[src/rtl/assert_macros.svh]
// Assertion helpers for the RTL.
`ifndef ASSERT_MACROS_SVH
`define ASSERT_MACROS_SVH

// Clocked assertion with an explicit clock and active-low reset.
`define ASSERT_CLK(label, clk, rst_n, prop, msg) \
  label: assert property (@(posedge clk) disable iff (!rst_n) prop) else $error(msg);

// Clocked assertion on the block clock and reset.
`define ASSERT_ON(label, prop, msg) \
  `ASSERT_CLK(label, clk_i, rst_ni, prop, msg)

`endif

[src/rtl/bpu_pkg.sv]
`default_nettype none

package bpu_pkg;

  // Wide enough for any clamped dimension limit.
  localparam int unsigned DIM_W = 15;

  localparam int unsigned CFG_IDX_W  = 3;
  localparam int unsigned CFG_DATA_W = 16;

  // Row stride rounding to a 32-bit boundary.
  localparam int unsigned STRIDE_ROUND = 31;

  localparam logic [4:0] BPP_1  = 5'd1;
  localparam logic [4:0] BPP_4  = 5'd4;
  localparam logic [4:0] BPP_8  = 5'd8;
  localparam logic [4:0] BPP_24 = 5'd24;

  localparam logic CMD_PALETTE = 1'b0;
  localparam logic CMD_DATA    = 1'b1;

  localparam logic [1:0] ROT_0   = 2'd0;
  localparam logic [1:0] ROT_90  = 2'd1;
  localparam logic [1:0] ROT_180 = 2'd2;
  localparam logic [1:0] ROT_270 = 2'd3;

  typedef enum logic [CFG_IDX_W-1:0] {
    REG_BPP,
    REG_WIDTH,
    REG_HEIGHT,
    REG_ROTATION,
    REG_TRANSPARENT,
    REG_START_X,
    REG_START_Y
  } cfg_reg_e;

  typedef struct packed {
    logic [4:0]  bits_per_pixel;
    logic [12:0] image_width;
    logic [12:0] image_height;
    logic [1:0]  rotation;
    logic        transparent;
    logic [15:0] start_x;
    logic [15:0] start_y;
  } cfg_t;

  // One palette access per cycle, write or read.
  typedef struct packed {
    logic        we;
    logic        re;
    logic [7:0]  addr;
    logic [23:0] wdata;
  } mem_req_t;

  // Flags of a pixel leaving the unpack sequencer.
  typedef struct packed {
    logic vld;
    logic last;
    logic direct;
    logic zero;
  } tok_t;

  function automatic logic [DIM_W-1:0] clamp_dim(input logic [12:0] v,
                                                 input logic [DIM_W-1:0] hi);
    logic [DIM_W-1:0] v_ext;
    v_ext = DIM_W'(v);
    if (v == 13'd0) begin
      return DIM_W'(1);
    end else if (v_ext > hi) begin
      return hi;
    end
    return v_ext;
  endfunction

endpackage

`default_nettype wire

[src/rtl/bpu_cfg_regs.sv]
`default_nettype none

module bpu_cfg_regs import bpu_pkg::*; (
  input  wire                   clk_i,
  input  wire                   rst_ni,
  input  wire                   cfg_we_i,
  input  wire [CFG_IDX_W-1:0]   cfg_idx_i,
  input  wire [CFG_DATA_W-1:0]  cfg_wdata_i,
  output cfg_t                  cfg_o
);

  cfg_t cfg_q, cfg_d;

  always_comb begin
    cfg_d = cfg_q;
    if (cfg_we_i) begin
      case (cfg_idx_i)
        REG_BPP:         cfg_d.bits_per_pixel = cfg_wdata_i[4:0];
        REG_WIDTH:       cfg_d.image_width    = cfg_wdata_i[12:0];
        REG_HEIGHT:      cfg_d.image_height   = cfg_wdata_i[12:0];
        REG_ROTATION:    cfg_d.rotation       = cfg_wdata_i[1:0];
        REG_TRANSPARENT: cfg_d.transparent    = cfg_wdata_i[0];
        REG_START_X:     cfg_d.start_x        = cfg_wdata_i;
        REG_START_Y:     cfg_d.start_y        = cfg_wdata_i;
        default:         cfg_d = cfg_q;
      endcase
    end
  end

  always_ff @(posedge clk_i or negedge rst_ni) begin
    if (!rst_ni) begin
      cfg_q.bits_per_pixel <= BPP_1;
      cfg_q.image_width    <= 13'd1;
      cfg_q.image_height   <= 13'd1;
      cfg_q.rotation       <= ROT_0;
      cfg_q.transparent    <= 1'b0;
      cfg_q.start_x        <= 16'd0;
      cfg_q.start_y        <= 16'd0;
    end else begin
      cfg_q <= cfg_d;
    end
  end

  assign cfg_o = cfg_q;

endmodule

`default_nettype wire

[config.mk]
export PLATFORM = sky130hd
export DESIGN_NAME = bpu_cfg_regs
export DESIGN_NICKNAME = d
export VERILOG_FILES = /design/src/rtl/assert_macros.svh /design/src/rtl/bpu_pkg.sv /design/src/rtl/bpu_cfg_regs.sv
export SDC_FILE = /design/constraint.sdc
export NUM_CORES = 1
export LEC_CHECK = 0
export BUFFER_PORTS_ARGS = -buffer_cell sky130_fd_sc_hd__buf_2
export CAP_MARGIN = 5
export CORE_MARGIN = 5
export CORE_UTILIZATION = 40
export CTS_CLUSTER_DIAMETER = 200
export DETAILED_ROUTE_END_ITERATION = 16
export PLACE_DENSITY = 0.68
export SLEW_MARGIN = 20
export SYNTH_ARGS = -nofsm -noshare
export SYNTH_HDL_FRONTEND = slang
export SYNTH_SLANG_ARGS = --single-unit
[constraint.sdc]
create_clock -name clk_i -period 0.8 [get_ports clk_i]
set_input_delay 0.16 -clock clk_i [delete_from_list [all_inputs] [get_ports clk_i]]
set_output_delay 0.16 -clock clk_i [all_outputs]
set_load 0.02 [all_outputs]
==> summary.md <==
| Metric | Value |
|---|---|
| Largest family of logic cells by synthesized area | `multiplexers` |
| Largest register FFs | `66` |
| Nets | `312` |
| Gpl congestion | `0.725` |
| Final Critical Period | `1.17 ns` |
| Pin count of the biggest net entering global routing | `38` |
| P_leak | `2.29 nW` |
| Reg2reg setup slack | `-0.13 ns` |
| Power Internal | `9.17 mW` |
| Crit path largest cell delay | `0.56 ns` |
| Post-synth net total | `166` |
| Global route overflow | `0` |
| Period utilisation layout | `1.46` |
| Antenna viol nets, final | `0` |
| First-pass GRT wire length | `11400 µm` |
| Clock Power Share | `0.264` |
| Worst EP required | `0.64 ns` |
| Worst path bufs/invs | `1` |
| Synth Area per Inst | `19.0 µm²` |
| Dpl ws | `-0.487 ns` |
| Complex-gate fraction of the synthesized area | `0` |
| PortBufs | `87` |
| Vias | `1807` |
| Worst Path Class, Setup | `reg2out` |
| Setup-failing EPs final | `113` |
| Routed wire length | `7140 µm` |
| Startpoint Class | `flip-flop` |
| Mean routed wirelength per cell | `19.0 µm` |
| CP max FO | `2` |
| Core area | `6720 µm²` |
| Post-synthesis cell type count | `12` |
| Setup WS post-layout | `-0.368 ns` |
| Layout area overhead | `68.8%` |
| Synth Area in XOR/XNOR | `0` |
| Num rows | `30` |
| Logic gate share of total power | `0.371` |
| Met2 routed wirelength | `3430 µm` |
| Critical Path Sink Type | `output port` |
| Pwr dens | `2820 nW/µm²` |
| Setup TNS | `-20.34 ns` |
| Fin. Hold Viols | `0` |
| # diodes | `0` |
| Vias in the first global route | `2090` |
| Max-cap violations | `0` |
| Simple-gate share of the synthesized area | `0.0458` |
| TritonCTS Buffers | `9` |
| I/O Pins | `88` |
| Sw Ratio | `0.293` |
| Worst Path Arrival | `1.01 ns` |
| Post-route cell area | `4610 µm²` |
| Die height | `92.6 µm` |
| DRC viols | `0` |
| Worst hold path class | `in2reg` |
| Cells after Synth | `144` |
| Fmax | `856 MHz` |
| Mapped Area | `2730 µm²` |
| CTS tree | `built` |
| Initial Util | `0.407` |
| CTS max path bufs | `2` |
| Rel. slew slack | `0.863` |
| Violated checks | `negative setup slack` |
| Worst-path cell chain | `buf_6` |
| Worst-path clk slew | `0.08 ns` |
| DP HPWL | `4270 µm` |
| Final Max Slew Viols | `0` |
| Yosys reg bits | `66` |
| Top Layer Used | `met4` |
| Seq/Total Area, Yosys | `0.606` |
| Met1 WL | `3130 µm` |
| Die area | `8580 µm²` |
| Post-layout util | `0.686` |
| Sequential power share | `0.366` |
| Initial antenna violation count | `0` |
| Worst Skew | `0 ns` |
| Worst Max-Slew Pin Slew | `0.205 ns` |
| Crit path max-delay family | `flip-flops` |
| Share of cells above drive strength 1 | `0.776` |
| # fillers | `432` |
| H-tree depth | `3` |
| Drt via density | `4.82` |
| Drt initial violations | `39` |
| Placed cell count | `320` |
| Net Switching | `3.81 mW` |
| CP max stage cell | `dfstp_2` |
| Clock Tree Root | `clkbuf_8` |
| Post-synthesis mux area share | `0.327` |
| Initial DRT Pass Iterations | `4` |
| Non-Filler Instances | `375` |
| RSZ-0062 raised after global routing | `true` |
| Adder-cell share of the synthesized area | `0` |
| Die Wd | `92.6 µm` |
| Num Clock Sinks | `66` |
| DP Area | `3470 µm²` |
| Skew-Pair Late Insertion Delay | `0.34 ns` |
| Overall global routing resource usage | `0.177` |
| Worst VDD drop | `1810 µV` |
| Met3 routed WL | `503 µm` |
| Synth Warn # | `0` |
| Status | `finished with violations` |
==> power by group through the flow <==
| stage | Sequential [mW] | Combinational, mW | Clock [mW] |
|---|---|---|---|
| finish | 4.75 | 4.81 | 3.42 |
| global route | 4.84 | 5.06 | 3.66 |
| CTS | 4.69 | 4.68 | 3.50 |
| detailed placement | 4.57 | 3.15 | 0 |
| global placement | 4.58 | 3.10 | 0 |
| floorplan | 5.45 | 1.06 | 0 |
==> kinds of logic (layout without fill, tap and decap cells) <==
| logic type | after synthesis | in the layout |
|---|---|---|
| buf+inv | 5 | 156 |
| mux | 66 | 66 |
| flops | 66 | 66 |
| simple gates | 7 | 7 |
==> cell usage after synthesis <==
| master | count | area [µm²] |
|---|---|---|
| dfrtp_1 | 63 | 1580 |
| mux2_4 | 40 | 601 |
| mux2_2 | 26 | 293 |
| dfstp_2 | 3 | 78.8 |
| and4bb_4 | 2 | 32.5 |
| buf_6 | 2 | 22.5 |
| buf_8 | 2 | 30.0 |
| nand4b_4 | 2 | 47.6 |
| and4bb_2 | 1 | 12.5 |
| buf_2 | 1 | 5.00 |
| nand4b_1 | 1 | 8.76 |
| nor4b_4 | 1 | 23.8 |
==> final cells by class <==
| class | count | area, µm² | area share |
|---|---|---|---|
| Sequential cell | 66 | 1660 | 0.359 |
| Timing Repair Buffer | 140 | 1530 | 0.331 |
| Multi-Input combinational cell | 73 | 1090 | 0.236 |
| Clock buffer | 10 | 128 | 0.0277 |
| Clock inverter | 6 | 115 | 0.0250 |
| Tap cell | 80 | 100 | 0.0217 |
==> worst paths after layout <==
path | startpoint | endpoint | cells after the start
max | cfg_o[61]$_DFFE_PN1P_ | cfg_o[61] | 1
min | cfg_wdata_i[15] | cfg_o[15]$_DFFE_PN0P_ | 2
max reg2reg | cfg_o[29]$_DFFE_PN0P_ | cfg_o[29]$_DFFE_PN0P_ | 2
min reg2reg | cfg_o[34]$_DFFE_PN0P_ | cfg_o[34]$_DFFE_PN0P_ | 1
max in group asynchronous | rst_ni | cfg_o[35]$_DFFE_PN1P_ | 3
min in group asynchronous | rst_ni | cfg_o[2]$_DFFE_PN0P_ | 3
==> cells in the final DEF, fill, tap and decap left out, drive strengths merged <==
master       instances
and4bb               3
nand4b               3
clkinvlp             1
dfrtp               63
dfstp                3
dlygate4sd3          1
clkinv               2
bufinv               3
buf                139
nor4b                1
mux2                66
clkbuf              10
==> layer usage <==
layer | global-route usage | up-vias
li1 | - | 810
met4 | 0.0549 | 0
met2 | 0.280 | 70
met5 | 0 | -
met1 | 0.224 | 917
met3 | 0.0666 | 10
==> repair_timing <==
item	CTS	global route
setup buffers	36	18
hold buffers	1	0
endpoints found under the hold margin	63	0
gates resized for setup	162	24
pin swaps	2	1
endpoints found under the setup margin	126	116
gates cloned	2	0
==> through the flow <==
stage / hold WS (ns) / power (mW)
after floorplan: -0.136 / 6.52
after global placement: 0.166 / 7.68
after detailed placement: 0.165 / 7.73
after CTS: 0.0463 / 12.9
after global routing: 0.0491 / 13.6
final: 0.0714 / 13.0
No activity file was read; power rests on OpenSTA's default activity.
