`src/rtl/assert_macros.svh`:
```
// Assertion helpers for the RTL.
`ifndef ASSERT_MACROS_SVH
`define ASSERT_MACROS_SVH

// Clocked assertion with an explicit clock and active-low reset.
`define ASSERT_CLK(label, clk, rst_n, prop, msg) \
  label: assert property (@(posedge clk) disable iff (!rst_n) prop) else $error(msg);

// Clocked assertion on the block clock and reset.
`define ASSERT_ON(label, prop, msg) \
  `ASSERT_CLK(label, clk_i, rst_ni, prop, msg)

`endif

```
`src/rtl/bpu_pkg.sv`:
```
`default_nettype none

package bpu_pkg;

  // Wide enough for any clamped dimension limit.
  localparam int unsigned DIM_W = 15;

  localparam int unsigned CFG_IDX_W  = 3;
  localparam int unsigned CFG_DATA_W = 16;

  // Row stride rounding to a 32-bit boundary.
  localparam int unsigned STRIDE_ROUND = 31;

  localparam logic [4:0] BPP_1  = 5'd1;
  localparam logic [4:0] BPP_4  = 5'd4;
  localparam logic [4:0] BPP_8  = 5'd8;
  localparam logic [4:0] BPP_24 = 5'd24;

  localparam logic CMD_PALETTE = 1'b0;
  localparam logic CMD_DATA    = 1'b1;

  localparam logic [1:0] ROT_0   = 2'd0;
  localparam logic [1:0] ROT_90  = 2'd1;
  localparam logic [1:0] ROT_180 = 2'd2;
  localparam logic [1:0] ROT_270 = 2'd3;

  typedef enum logic [CFG_IDX_W-1:0] {
    REG_BPP,
    REG_WIDTH,
    REG_HEIGHT,
    REG_ROTATION,
    REG_TRANSPARENT,
    REG_START_X,
    REG_START_Y
  } cfg_reg_e;

  typedef struct packed {
    logic [4:0]  bits_per_pixel;
    logic [12:0] image_width;
    logic [12:0] image_height;
    logic [1:0]  rotation;
    logic        transparent;
    logic [15:0] start_x;
    logic [15:0] start_y;
  } cfg_t;

  // One palette access per cycle, write or read.
  typedef struct packed {
    logic        we;
    logic        re;
    logic [7:0]  addr;
    logic [23:0] wdata;
  } mem_req_t;

  // Flags of a pixel leaving the unpack sequencer.
  typedef struct packed {
    logic vld;
    logic last;
    logic direct;
    logic zero;
  } tok_t;

  function automatic logic [DIM_W-1:0] clamp_dim(input logic [12:0] v,
                                                 input logic [DIM_W-1:0] hi);
    logic [DIM_W-1:0] v_ext;
    v_ext = DIM_W'(v);
    if (v == 13'd0) begin
      return DIM_W'(1);
    end else if (v_ext > hi) begin
      return hi;
    end
    return v_ext;
  endfunction

endpackage

`default_nettype wire

```
`src/rtl/bpu_place.sv`:
```
`default_nettype none

module bpu_place import bpu_pkg::*; #(
  parameter int unsigned MAX_WIDTH  = 4096,
  parameter int unsigned MAX_HEIGHT = 4096,
  localparam int unsigned WW = $clog2(MAX_WIDTH + 1),
  localparam int unsigned RW = $clog2(MAX_HEIGHT + 1)
) (
  input  wire                clk_i,
  input  wire                rst_ni,
  input  cfg_t               cfg_i,
  input  tok_t               tok_i,
  input  wire [WW-1:0]       tok_col_i,
  input  wire [RW-1:0]       tok_row_i,
  input  wire [23:0]         tok_rgb_i,
  input  wire [23:0]         rd_data_i,
  output logic               adv_o,
  output logic               out_valid_o,
  input  wire                out_ready_i,
  output logic signed [16:0] pixel_x_o,
  output logic signed [16:0] pixel_y_o,
  output logic [7:0]         red_o,
  output logic [7:0]         green_o,
  output logic [7:0]         blue_o,
  output logic               last_of_item_o
);

  logic [DIM_W-1:0] w_clamp, h_clamp;

  // Stage aligned with palette read data
  logic          s1_vld_q;
  logic          s1_last_q, s1_direct_q, s1_zero_q;
  logic [WW-1:0] s1_col_q;
  logic [RW-1:0] s1_row_q;
  logic [23:0]   s1_rgb_q;

  logic [23:0] rgb;
  logic [16:0] c17, r17, w17, h17, xr, yr, sx, sy;

  logic        out_vld_q;
  logic [16:0] x_q, y_q;
  logic [23:0] rgb_q;
  logic        last_q;

  assign adv_o = !out_vld_q || out_ready_i;

  assign w_clamp = clamp_dim(cfg_i.image_width, DIM_W'(MAX_WIDTH));
  assign h_clamp = clamp_dim(cfg_i.image_height, DIM_W'(MAX_HEIGHT));
  assign w17 = 17'(w_clamp);
  assign h17 = 17'(h_clamp);
  assign c17 = 17'(s1_col_q);
  assign r17 = 17'(s1_row_q);
  assign sx  = {cfg_i.start_x[15], cfg_i.start_x};
  assign sy  = {cfg_i.start_y[15], cfg_i.start_y};

  assign rgb = s1_direct_q ? s1_rgb_q : (s1_zero_q ? 24'd0 : rd_data_i);

  always_comb begin
    case (cfg_i.rotation)
      ROT_90: begin
        xr = h17 - r17;
        yr = c17;
      end
      ROT_180: begin
        xr = w17 - c17;
        yr = h17 - r17;
      end
      ROT_270: begin
        xr = r17;
        yr = w17 - c17;
      end
      default: begin
        xr = c17;
        yr = r17;
      end
    endcase
  end

  always_ff @(posedge clk_i or negedge rst_ni) begin
    if (!rst_ni) begin
      s1_vld_q  <= 1'b0;
      out_vld_q <= 1'b0;
    end else if (adv_o) begin
      s1_vld_q  <= tok_i.vld;
      out_vld_q <= s1_vld_q;
    end
  end

  always_ff @(posedge clk_i) begin
    if (adv_o) begin
      s1_last_q   <= tok_i.last;
      s1_direct_q <= tok_i.direct;
      s1_zero_q   <= tok_i.zero;
      s1_col_q    <= tok_col_i;
      s1_row_q    <= tok_row_i;
      s1_rgb_q    <= tok_rgb_i;
      x_q         <= xr + sx;
      y_q         <= yr + sy;
      rgb_q       <= rgb;
      last_q      <= s1_last_q;
    end
  end

  assign out_valid_o    = out_vld_q;
  assign pixel_x_o      = x_q;
  assign pixel_y_o      = y_q;
  assign red_o          = rgb_q[23:16];
  assign green_o        = rgb_q[15:8];
  assign blue_o         = rgb_q[7:0];
  assign last_of_item_o = last_q;

endmodule

`default_nettype wire

```
`config.mk`:
```
export PLATFORM = sky130hd
export DESIGN_NAME = bpu_place
export DESIGN_NICKNAME = d
export VERILOG_FILES = /design/src/rtl/assert_macros.svh /design/src/rtl/bpu_pkg.sv /design/src/rtl/bpu_place.sv
export SDC_FILE = /design/constraint.sdc
export NUM_CORES = 1
export LEC_CHECK = 0
export BUFFER_PORTS_ARGS = -buffer_cell sky130_fd_sc_hd__buf_4
export CORE_ASPECT_RATIO = 1.4
export CORE_MARGIN = 2
export CORE_UTILIZATION = 53
export CTS_BUF_LIST = sky130_fd_sc_hd__clkbuf_16
export DETAILED_ROUTE_END_ITERATION = 12
export GPL_ROUTABILITY_DRIVEN = 0
export PLACE_DENSITY = 0.88
export SLEW_MARGIN = 40
export SYNTH_ARGS = -nofsm -noshare
export SYNTH_HDL_FRONTEND = slang
export SYNTH_SLANG_ARGS = --single-unit
```
`constraint.sdc`:
```
create_clock -name clk_i -period 5.8 [get_ports clk_i]
set_clock_uncertainty 0.1 [all_clocks]
set_input_delay 1.16 -clock clk_i [delete_from_list [all_inputs] [get_ports clk_i]]
set_output_delay 1.16 -clock clk_i [all_outputs]
set_load 0.02 [all_outputs]
```
==> results.json <==
{
  "status": "complete, no violations",
  "synthesis.area_mm2": 0.00718,
  "powerDensity_mw_per_mm2": 357,
  "cts.clk_slew.worst_paths_ps": 60,
  "post-route-period-util": 0.906,
  "synth_fa_ha_area_frac": 0.116,
  "whs_path_depth": 0,
  "hold_start": "s1_last_q$_DFFE_PP_",
  "finalSetupViolCount": 0,
  "hold_path_class": "register to register",
  "finish.utilization": 0.719,
  "avgSynthCellArea_um2": 11.6,
  "grt_max_degree": 63,
  "critPathCaptureType": "register",
  "clk_latency_ps": 410,
  "cts_tree": "built",
  "p_sw_frac": 0.305,
  "synth_top_family_by_area": "compound AO/OA/AOI/OAI gates",
  "r2r_end": "pixel_x_o[13]$_DFFE_PP_",
  "ys_warn_count": 0,
  "p_int_uw": 2380,
  "hold_buffers": 0,
  "fin_setup_tns_ps": 0,
  "yosysSeqAreaShare": 0.476,
  "drt-wirelength-per-cell_um": 17.6,
  "io_buffer_count": 201,
  "ys.flop_type": "edfxtp_1",
  "wl_um": 18000,
  "async_flop_share": 0.0175,
  "coreArea_mm2": 0.0133,
  "place_inst": 993,
  "muxShareOfSynthArea": 0.0588,
  "antenna_found_initial": 0,
  "slew_headroom": 0.513,
  "ios": 208,
  "dr.first_iter.drc_count": 264,
  "drv_slew": 0,
  "rsz0062_at_grt": "no",
  "crit_required_ps": 5850,
  "regToRegStartpoint": "s1_row_q[0]$_DFFE_PP_",
  "clock_path_buffers": 2,
  "max_freq_ghz": 0.190,
  "diodes": 0,
  "num_vias": 5723,
  "synth_compound_area_frac": 0.163,
  "drv_cap": 0,
  "initial_utilization": 0.538,
  "area_delta_synth_final_pct": 33.5,
  "drt_pass1_iterations": 5,
  "hold_violations": 0,
  "synth.distinct_cells": 58,
  "fp.dieH_um": 142,
  "r2r_slack_ps": 1420,
  "numCtsBuffers": 17,
  "htreeDepth": 4,
  "tightest_slew_ps": 730,
  "synth_nets": 832,
  "postRouteAntennaNets": 0,
  "grt_pass1_wl_um": 27100,
  "irDropWorstVdd_mv": 0.181,
  "final_cell_count_no_fill": 1026,
  "p_comb_frac": 0.320,
  "ys_ff_latch": 114,
  "track_usage": 0.246,
  "dp_hpwl_um": 13600,
  "grt_pass1_vias": 5753,
  "final_nets": 1042,
  "grt_overflow": 0,
  "layout-drive-gt1-share": 0.313,
  "arrival_ps": 5300,
  "cts_root_buf": "clkbuf_16",
  "synth_edf_count": 112,
  "postCtsSetupBuffers": 0,
  "synthSimpleGateAreaFrac": 0.102,
  "min_delay_worst_endpoint": "last_of_item_o$_DFFE_PP_",
  "synth-xor-area-share": 0.0549,
  "rows": 50,
  "cts.sinks": 114,
  "reg2regPathDepth": 18,
  "power_frac_clock": 0.341,
  "dieArea_mm2": 0.0145,
  "p_leak_uw": 0.00432,
  "crit_type": "input port to register",
  "fp.dieW_um": 102,
  "worstPathMaxFanout": 4,
  "netlist_instances": 621,
  "final.min_clock_period_ps": 5250,
  "sequentialPowerShare": 0.339,
  "drc": 0,
  "post_cts_resized": 0,
  "switchingPower_uw": 1040,
  "viasPerCell": 5.58,
  "crit_path_start_kind": "input port"
}
[power by group through the flow]
stage	Combinational, µW	Clock (µW)	Sequential [µW]
final	1100	1170	1160
after global routing	1190	1210	1170
after CTS	1090	1180	1160
after detailed placement	1080	0	1180
after global placement	1060	0	1170
after floorplan	550	0	1320
[worst max path at each step]
| stage | from | end | cells after the start |
|---|---|---|---|
| detailed placement | cfg_i[54] | pixel_x_o[13]$_DFFE_PP_ | 22 |
| global route | cfg_i[54] | pixel_x_o[14]$_DFFE_PP_ | 23 |
| global placement | cfg_i[54] | pixel_x_o[13]$_DFFE_PP_ | 22 |
| CTS | cfg_i[54] | pixel_x_o[13]$_DFFE_PP_ | 22 |
| finish | cfg_i[39] | pixel_x_o[15]$_DFFE_PP_ | 22 |
| floorplan | out_ready_i | adv_o | 1 |
[cell families (layout without fill, tap and decap cells)]
family	Yosys count	after routing
DFF	114	114
and+or+nand+nor	148	148
xor gates and xnor gates	45	45
adders and majority gates	64	64
AOI/OAI and AO/OA	167	167
muxes	27	27
buffers and inverters	56	279
[area by class of cell]
| class | instances | area, µm² |
|---|---|---|
| Timing Repair Buffer | 211 | 1590 |
| Sequential cell | 114 | 3410 |
| Multi-Input combinational cell | 451 | 3560 |
| Clock inverter | 15 | 231 |
| Tap cell | 182 | 228 |
| Inverter | 36 | 135 |
| Fill cell | 908 | 3750 |
| Clock buffer | 17 | 425 |
[per-layer routing]
metal,part of all wire,vias to the layer above,global-route usage
met5,0,-,0
met4,0.019,0,0.0877
met3,0.082,28,0.0650
met2,0.54,233,0.466
met1,0.36,2690,0.255
li1,-,2772,-
[worst max-delay path, stage by stage]
cell	delay [ps]
buf_4	120
nor4_1	330
a31oi_1	120
or2_2	300
ha_1	200
inv_1	70
fa_1	230
a211o_1	220
a2111oi_4	100
o31ai_1	540
nor2_1	110
xnor2_1	160
mux2i_1	140
mux2i_1	120
ha_1	380
and3_1	200
nand2_1	60
o31ai_1	220
buf_4	160
nand2_1	60
o21ai_0	210
xor2_1	90
[stage by stage]
stage          hold slack, ps  setup WS [ps]  power (µW)  instance area [µm²]
2_1_floorplan             300            488        1870                 7180
5_1_grt                   342            284        3570                 9580
3_5_place_dp              327            179        2260                 8910
4_1_cts                   345            586        3440                 9570
3_3_place_gp              301            250        2220                 8910
6_report                  344            548        3420                 9580
[state kept, by name, summed over array words and instances, names as in the netlist, 13 cells and up]
| signal | cells |
|---|---|
| pixel_y_o | 17 |
| s1_rgb_q | 24 |
| pixel_x_o | 17 |
| rgb_q | 24 |
| s1_col_q | 13 |
| s1_row_q | 13 |
[placed cells by master, fill, tap and decap left out, types with 19 or more instances in the layout]
cell type and count:
buf_4 210, edfxtp_1 112, ha_1 60, a21oi_1 44
nor2_1 41, inv_1 37, nand2_1 30, nor2b_1 29
a21o_1 28, xnor2_1 26, a22o_1 23, xor2_1 19
[synth_stat cells (4+ instances only)]
cell type  number  share of area
a211oi_1        5         0.0052
a21o_1         28          0.029
a21oi_1        44          0.031
a221oi_1        4         0.0049
a22o_1         23          0.028
a31oi_1         6         0.0052
and3_1          5         0.0044
clkbuf_1       16         0.0084
edfxtp_1      112           0.47
fa_1            4          0.011
ha_1           60           0.10
inv_1          36          0.019
mux2i_1        14          0.020
mux4_2         12          0.038
nand2_1        30          0.016
nand2b_1       10         0.0087
nand3_1         8         0.0056
nor2_1         41          0.021
nor2b_1        29          0.025
nor3_1          8         0.0056
nor4_1          4         0.0035
o21a_1          6         0.0063
o21ai_0        16          0.011
o21bai_1        4         0.0042
o22ai_1         5         0.0044
or2_2           4         0.0035
xnor2_1        26          0.032
xor2_1         19          0.023
No activity file was read; power rests on OpenSTA's default activity.
