==> src/rtl/assert_macros.svh <==
// Assertion helpers for the RTL.
`ifndef ASSERT_MACROS_SVH
`define ASSERT_MACROS_SVH

// Clocked assertion with an explicit clock and active-low reset.
`define ASSERT_CLK(label, clk, rst_n, prop, msg) \
  label: assert property (@(posedge clk) disable iff (!rst_n) prop) else $error(msg);

// Clocked assertion on the block clock and reset.
`define ASSERT_ON(label, prop, msg) \
  `ASSERT_CLK(label, clk_i, rst_ni, prop, msg)

`endif

==> src/rtl/bpu_pkg.sv <==
`default_nettype none

package bpu_pkg;

  // Wide enough for any clamped dimension limit.
  localparam int unsigned DIM_W = 15;

  localparam int unsigned CFG_IDX_W  = 3;
  localparam int unsigned CFG_DATA_W = 16;

  // Row stride rounding to a 32-bit boundary.
  localparam int unsigned STRIDE_ROUND = 31;

  localparam logic [4:0] BPP_1  = 5'd1;
  localparam logic [4:0] BPP_4  = 5'd4;
  localparam logic [4:0] BPP_8  = 5'd8;
  localparam logic [4:0] BPP_24 = 5'd24;

  localparam logic CMD_PALETTE = 1'b0;
  localparam logic CMD_DATA    = 1'b1;

  localparam logic [1:0] ROT_0   = 2'd0;
  localparam logic [1:0] ROT_90  = 2'd1;
  localparam logic [1:0] ROT_180 = 2'd2;
  localparam logic [1:0] ROT_270 = 2'd3;

  typedef enum logic [CFG_IDX_W-1:0] {
    REG_BPP,
    REG_WIDTH,
    REG_HEIGHT,
    REG_ROTATION,
    REG_TRANSPARENT,
    REG_START_X,
    REG_START_Y
  } cfg_reg_e;

  typedef struct packed {
    logic [4:0]  bits_per_pixel;
    logic [12:0] image_width;
    logic [12:0] image_height;
    logic [1:0]  rotation;
    logic        transparent;
    logic [15:0] start_x;
    logic [15:0] start_y;
  } cfg_t;

  // One palette access per cycle, write or read.
  typedef struct packed {
    logic        we;
    logic        re;
    logic [7:0]  addr;
    logic [23:0] wdata;
  } mem_req_t;

  // Flags of a pixel leaving the unpack sequencer.
  typedef struct packed {
    logic vld;
    logic last;
    logic direct;
    logic zero;
  } tok_t;

  function automatic logic [DIM_W-1:0] clamp_dim(input logic [12:0] v,
                                                 input logic [DIM_W-1:0] hi);
    logic [DIM_W-1:0] v_ext;
    v_ext = DIM_W'(v);
    if (v == 13'd0) begin
      return DIM_W'(1);
    end else if (v_ext > hi) begin
      return hi;
    end
    return v_ext;
  endfunction

endpackage

`default_nettype wire

==> src/rtl/bpu_unpack.sv <==
`default_nettype none

module bpu_unpack import bpu_pkg::*; #(
  parameter int unsigned MAX_WIDTH     = 4096,
  parameter int unsigned MAX_HEIGHT    = 4096,
  parameter int unsigned PALETTE_DEPTH = 256,
  localparam int unsigned WW = $clog2(MAX_WIDTH + 1),
  localparam int unsigned RW = $clog2(MAX_HEIGHT + 1)
) (
  input  wire               clk_i,
  input  wire               rst_ni,
  input  cfg_t              cfg_i,
  input  wire               in_valid_i,
  output logic              in_ready_o,
  input  wire               command_i,
  input  wire [7:0]         palette_index_i,
  input  wire [23:0]        palette_color_i,
  input  wire [7:0]         data_byte_i,
  input  wire               adv_i,
  output mem_req_t          mreq_o,
  output tok_t              tok_o,
  output logic [WW-1:0]     tok_col_o,
  output logic [RW-1:0]     tok_row_o,
  output logic [23:0]       tok_rgb_o
);

  localparam int unsigned SMAX = ((MAX_WIDTH * 24 + 31) / 32) * 4;
  localparam int unsigned BW   = $clog2(SMAX + 1);
  localparam int unsigned SW   = WW + 5;
  localparam int unsigned NW   = (WW > 4) ? WW : 4;

  typedef enum logic [1:0] {
    PH_BLUE,
    PH_GREEN,
    PH_RED
  } phase_e;

  logic [DIM_W-1:0] w_clamp, h_clamp;
  logic [WW-1:0]    w;
  logic [RW-1:0]    h;
  logic             bpp_ok, is_24;
  logic [3:0]       per;
  logic [SW-1:0]    prod, sum;
  logic [BW-1:0]    stride, bir_inc;
  logic             in_row;
  logic [WW-1:0]    rem;
  logic [NW-1:0]    rem_ext, per_ext;
  logic [3:0]       n, npix, emit_cnt;
  logic [RW-1:0]    row_inc;
  logic             accept, load, step, done, wr_ok;

  logic [WW-1:0] pir_q, pir_d;
  logic [BW-1:0] bir_q, bir_d;
  logic [RW-1:0] row_q, row_d;
  logic [15:0]   hold_q, hold_d;
  phase_e        phase_q, phase_d;

  // Sequencer stage
  logic          s0_vld_q, s0_vld_d;
  logic          s0_wr_q;
  logic [3:0]    s0_rem_q;
  logic [7:0]    s0_sh_q, sh_next;
  logic [WW-1:0] s0_col_q;
  logic [RW-1:0] s0_row_q;
  logic [23:0]   s0_rgb_q;
  logic [7:0]    s0_addr_q;
  logic [7:0]    idx;

  assign w_clamp = clamp_dim(cfg_i.image_width, DIM_W'(MAX_WIDTH));
  assign h_clamp = clamp_dim(cfg_i.image_height, DIM_W'(MAX_HEIGHT));
  assign w = w_clamp[WW-1:0];
  assign h = h_clamp[RW-1:0];

  assign is_24  = (cfg_i.bits_per_pixel == BPP_24);
  assign bpp_ok = (cfg_i.bits_per_pixel == BPP_1) || (cfg_i.bits_per_pixel == BPP_4) ||
                  (cfg_i.bits_per_pixel == BPP_8) || is_24;

  always_comb begin
    case (cfg_i.bits_per_pixel)
      BPP_1: begin
        per  = 4'd8;
        prod = SW'(w);
      end
      BPP_4: begin
        per  = 4'd2;
        prod = SW'(w) << 2;
      end
      BPP_8: begin
        per  = 4'd1;
        prod = SW'(w) << 3;
      end
      default: begin
        per  = 4'd1;
        prod = (SW'(w) << 4) + (SW'(w) << 3);
      end
    endcase
  end

  assign sum     = prod + SW'(STRIDE_ROUND);
  assign stride  = BW'({sum[SW-1:5], 2'b00});
  assign in_row  = (pir_q < w);
  assign rem     = w - pir_q;
  assign rem_ext = NW'(rem);
  assign per_ext = NW'(per);
  assign n       = !in_row ? 4'd0 : ((rem_ext < per_ext) ? rem_ext[3:0] : per);
  assign bir_inc = bir_q + BW'(1);
  assign row_inc = row_q + RW'(1);

  assign done       = adv_i && s0_vld_q && (s0_wr_q || (s0_rem_q == 4'd1));
  assign in_ready_o = !s0_vld_q || done;
  assign accept     = in_valid_i && in_ready_o;
  assign wr_ok      = ({1'b0, palette_index_i} < 9'(PALETTE_DEPTH));

  // Counter and 24-bit assembly update when a data byte of a supported depth is accepted.
  always_comb begin
    pir_d   = pir_q;
    bir_d   = bir_q;
    row_d   = row_q;
    hold_d  = hold_q;
    phase_d = phase_q;
    npix    = 4'd0;
    if (accept && (command_i == CMD_DATA) && bpp_ok) begin
      if (is_24) begin
        if (in_row) begin
          case (phase_q)
            PH_BLUE: begin
              hold_d  = {8'h00, data_byte_i};
              phase_d = PH_GREEN;
            end
            PH_GREEN: begin
              hold_d  = {data_byte_i, hold_q[7:0]};
              phase_d = PH_RED;
            end
            default: begin
              npix    = 4'd1;
              pir_d   = pir_q + WW'(1);
              phase_d = PH_BLUE;
            end
          endcase
        end
      end else begin
        npix  = n;
        pir_d = pir_q + WW'(n);
      end
      if (bir_inc >= stride) begin
        bir_d   = '0;
        pir_d   = '0;
        phase_d = PH_BLUE;
        row_d   = (row_inc >= h) ? '0 : row_inc;
      end else begin
        bir_d = bir_inc;
      end
    end
  end

  assign emit_cnt = cfg_i.transparent ? 4'd0 : npix;
  assign load = accept && (((command_i == CMD_PALETTE) && wr_ok) ||
                           ((command_i == CMD_DATA) && (emit_cnt != 4'd0)));
  assign step = adv_i && s0_vld_q && !s0_wr_q;

  always_comb begin
    if (load) begin
      s0_vld_d = 1'b1;
    end else if (done) begin
      s0_vld_d = 1'b0;
    end else begin
      s0_vld_d = s0_vld_q;
    end
  end

  // Palette index from the top of the shifted byte.
  always_comb begin
    case (cfg_i.bits_per_pixel)
      BPP_1: begin
        idx     = {7'd0, s0_sh_q[7]};
        sh_next = s0_sh_q << 1;
      end
      BPP_4: begin
        idx     = {4'd0, s0_sh_q[7:4]};
        sh_next = s0_sh_q << 4;
      end
      default: begin
        idx     = s0_sh_q;
        sh_next = s0_sh_q;
      end
    endcase
  end

  always_ff @(posedge clk_i or negedge rst_ni) begin
    if (!rst_ni) begin
      pir_q    <= '0;
      bir_q    <= '0;
      row_q    <= '0;
      hold_q   <= '0;
      phase_q  <= PH_BLUE;
      s0_vld_q <= 1'b0;
    end else begin
      pir_q    <= pir_d;
      bir_q    <= bir_d;
      row_q    <= row_d;
      hold_q   <= hold_d;
      phase_q  <= phase_d;
      s0_vld_q <= s0_vld_d;
    end
  end

  always_ff @(posedge clk_i) begin
    if (load) begin
      s0_wr_q   <= (command_i == CMD_PALETTE);
      s0_rem_q  <= emit_cnt;
      s0_sh_q   <= data_byte_i;
      s0_col_q  <= pir_q;
      s0_row_q  <= row_q;
      s0_rgb_q  <= (command_i == CMD_PALETTE) ? palette_color_i :
                   {data_byte_i, hold_q};
      s0_addr_q <= palette_index_i;
    end else if (step) begin
      s0_rem_q <= s0_rem_q - 4'd1;
      s0_sh_q  <= sh_next;
      s0_col_q <= s0_col_q + WW'(1);
    end
  end

  always_comb begin
    mreq_o.we    = adv_i && s0_vld_q && s0_wr_q;
    mreq_o.re    = step && !is_24;
    mreq_o.addr  = s0_wr_q ? s0_addr_q : idx;
    mreq_o.wdata = s0_rgb_q;
  end

  assign tok_o.vld    = s0_vld_q && !s0_wr_q;
  assign tok_o.last   = (s0_rem_q == 4'd1);
  assign tok_o.direct = is_24;
  assign tok_o.zero   = ({1'b0, idx} >= 9'(PALETTE_DEPTH));
  assign tok_col_o    = s0_col_q;
  assign tok_row_o    = s0_row_q;
  assign tok_rgb_o    = s0_rgb_q;

endmodule

`default_nettype wire

==> config.mk <==
export PLATFORM = sky130hd
export DESIGN_NAME = bpu_unpack
export DESIGN_NICKNAME = d
export VERILOG_FILES = /design/src/rtl/assert_macros.svh /design/src/rtl/bpu_pkg.sv /design/src/rtl/bpu_unpack.sv
export SDC_FILE = /design/constraint.sdc
export NUM_CORES = 1
export LEC_CHECK = 0
export ABC_AREA = 1
export BUFFER_PORTS_ARGS = -buffer_cell sky130_fd_sc_hd__buf_2
export CORE_MARGIN = 1
export CORE_UTILIZATION = 45
export DETAILED_ROUTE_END_ITERATION = 16
export PLACE_DENSITY = 0.75
export SYNTH_ARGS = -nofsm -noshare
export SYNTH_HDL_FRONTEND = slang
export SYNTH_SLANG_ARGS = --single-unit
==> constraint.sdc <==
create_clock -name clk_i -period 4.78 [get_ports clk_i]
set_input_delay 0.717 -clock clk_i [delete_from_list [all_inputs] [get_ports clk_i]]
set_output_delay 0.717 -clock clk_i [all_outputs]
set_load 0.005 [all_outputs]
==> results.py <==
metrics = {
    "yosys": {
        "ys_ff_latch": 130,
        "synth_enable_flop_cells": 71,
        "yosys_most_used_dff": "edfxtp_1",
        "yosys-top-cells-area": "edfxtp_1, nand2_1, dfrtp_1",
        "netlist.area_leader.share": 0.225,
        "synth_area_sq_um": 9490,
        "synth_cell_types": 49,
        "yosysSeqAreaShare": 0.380,
        "synth_fp_nets": 1488,
        "postSynthAreaPerCell_sq_um": 7.22,
        "synth_cells": 1315,
        "async_flop_share": 0.454,
        "yosys_warnings": 0,
        "synth_commonest_cells": "nand2_1, inv_1, nand3_1",
        "synth_top_area_cell": "edfxtp_1",
        "synth.most_common_cell": "nand2_1",
    },
    "setup_path": {
        "timing.rr.end": "pir_q[12]",
        "slowest_stage": "ha_1",
        "cp.buffers_inverters": 10,
        "r2r_cells": 26,
        "endpoint_kind": "flop",
        "path_max_fanout": 7,
        "r2r_start": "pir_q[1]",
        "slowest_delay_ps": 280,
        "cp.arrival_ps": 5120,
        "startpoint_type": "input pin",
        "critical_path_class": "in -> reg",
        "required_ps": 5120,
        "reg2reg_slack_ps": 1010,
        "path_common_cell": "nand2_1",
        "crit_family": "simple AND/OR/NAND/NOR gates",
    },
    "global_route": {
        "grt_max_degree": 60,
        "antenna_found_initial": 0,
        "overflow": 0,
        "grt_pass1_vias": 8953,
        "grt_pass1_wl_um": 41400,
        "grt_util_all_layers": 0.237,
    },
    "cts": {
        "clock-sinks": 130,
        "hold_buffers": 0,
        "h-tree-depth": 4,
        "insertion_delay_ps": 420,
        "numCtsBuffers": 17,
        "cts_buffer_depth": 2,
        "cts_tree": "built",
        "clockRootBuffer": "clkbuf_16",
        "clk_pin_slew_ps": 60,
    },
    "detailed_routing": {
        "drt-total-wl_um": 27000,
        "antenna_left": 0,
        "drc_errors": 0,
        "wl_per_cell_um": 14.4,
        "vias": 9669,
        "via_per_inst": 5.15,
        "first_iter_violations": 703,
        "first_pass_iters": 5,
    },
    "worst_hold_path": {
        "hold_end": "tok_row_o[9]",
        "hold_path.class": "reg -> reg",
        "min_path_cells": 0,
        "hold_start": "row_q[9]",
    },
    "timing": {
        "maxSlewHeadroom": 0.369,
        "worst_slew_pin_slew_ps": 946,
        "period_share": 0.999,
        "hold_viol": 0,
        "rsz0062_at_grt": "yes",
        "min_period_ps": 4780,
        "final.setup_skew_ps": 8.82,
        "max_freq_mhz": 209,
        "slew_violations": 0,
        "whs_ps": 473,
        "setup_viol": 0,
    },
    "run_status": {
        "status": "completed",
    },
    "cells_and_area": {
        "multi_input_area_sq_um": 5380,
        "layout-drive-gt1-share": 0.286,
        "nNetsFinal": 1766,
        "antenna_cells": 0,
        "n_fill_cell": 1676,
        "final-seq-area_sq_um": 3610,
        "areaGrowthSynthToFinish_pct": 34.1,
        "final_core_util": 0.623,
    },
    "floorplanning": {
        "io_pins": 200,
        "fp.dieH_um": 147,
        "rows": 52,
        "die_w_um": 147,
        "die-area_sq_um": 21700,
        "coreArea_sq_um": 20400,
        "initial_core_util": 0.464,
    },
    "place": {
        "gp_congestion": 0.910,
        "port_buffers": 164,
        "hpwl_um": 19700,
    },
    "power": {
        "vdd_drop_max_v": 0.000277,
        "power_density_nw_per_um2": 373,
        "leakage_nw": 6.53,
    },
    "job": {
        "maxCapViolCount": 0,
    },
}
worst max path at each step:
stage              start  cells past startpoint  slack [ps]           end
2_1_floorplan  cfg_i[49]                     32           8  s0_addr_q[0]
3_3_place_gp   cfg_i[50]                     38        -350      pir_q[8]
3_5_place_dp   cfg_i[50]                     34        -490      pir_q[8]
4_1_cts        cfg_i[50]                     38           4      row_q[9]
5_1_grt        cfg_i[53]                     36        -370     row_q[10]
6_report       cfg_i[55]                     35           3      row_q[3]
routing by layer:
metal  share of wire  global-route usage  vias up
met1            0.43               0.309     4474
met5               0                   0        -
met3           0.054              0.0280       54
li1                -                   -     4787
met4           0.021              0.0732        0
met2            0.50               0.409      354
logic make-up (layout without fill, tap and decap cells):
family                   count (synthesis)  count (layout)  synth area share
buffers and inverters                  254             545             0.113
adder cells (fa/ha/maj)                 62              62            0.0841
AND/OR/NAND/NOR                        676             676             0.296
flip-flops                             130             130             0.380
XOR/XNOR                                41              41            0.0378
AO/OA/AOI/OAI                          151             151            0.0885
other                                    1               1          0.000395
timing repair:
| item | in CTS | in global routing |
|---|---|---|
| gates cloned | 0 | 1 |
| gates resized for setup | 7 | 151 |
| endpoints found under the hold margin | 0 | 0 |
| setup buffers | 4 | 17 |
| pin swaps | 1 | 39 |
| setup endpoints to repair | 21 | 137 |
cell type report:
cell class	instances	share of cell area
Clock buffer	19	0.0340
Clock inverter	13	0.00885
Inverter	201	0.0610
Multi-Input combinational cell	931	0.422
Sequential cell	130	0.284
Tap cell	270	0.0265
Timing Repair Buffer	312	0.164
per-stage QoR:
step | instances | setup WS [ps] | instance area, sq um | setup TNS [ps] | power, mW
finish | 1876 | 2.64 | 12700 | 0 | 4.75
global route | 1876 | -370 | 12700 | -12690 | 5.06
CTS | 1859 | 4.22 | 12000 | 0 | 4.49
detailed placement | 1823 | -486 | 11400 | -30260 | 3.28
global placement | 1823 | -352 | 11400 | -19410 | 3.21
floorplan | 1315 | 8.10 | 9540 | 0 | 2.64
cells in the final DEF (no fill, tap or decap), types with 4 or more instances in the layout:
cell	netlist	layout
o21ai_1	2	7
xnor2_1	6	5
xor2_1	35	34
nor3_1	17	15
buf_4	26	132
nand2_1	412	394
buf_12	0	4
o21ai_2	0	10
clkinvlp_4	0	6
o21ai_0	78	62
ha_4	0	10
clkbuf_16	0	18
ha_1	59	47
o22ai_1	6	4
nand3_2	0	8
buf_6	2	16
edfxtp_1	71	71
nand3_1	105	94
nand4_1	21	21
a31oi_1	6	5
a21oi_1	38	32
a21oi_2	0	6
nor2_1	101	87
nor2_4	1	9
inv_2	1	12
inv_1	197	181
dfrtp_1	59	59
nand2_2	4	15
nand2_4	0	5
buf_2	6	158
nor2_2	4	10
registers in the layout, indices dropped and copies added, names as in the netlist:
register and cells:
s0_vld_q 1, tok_row_o 13, pir_q 13, bir_q 14, hold_q 16, tok_col_o 13, row_q 13, phase_q 2
tok_rgb_o 24, s0_addr_q 8, s0_rem_q 4, s0_sh_q 8, s0_wr_q 1
where the power goes:
group / switching, mW / internal (mW) / total [mW]
combinational: 1.14 / 0.864 / 2.00
clock: 0.488 / 0.712 / 1.20
sequential: 0.156 / 1.40 / 1.55
total: 1.78 / 2.97 / 4.75
Note: power is estimated with default switching activity, not from simulation.
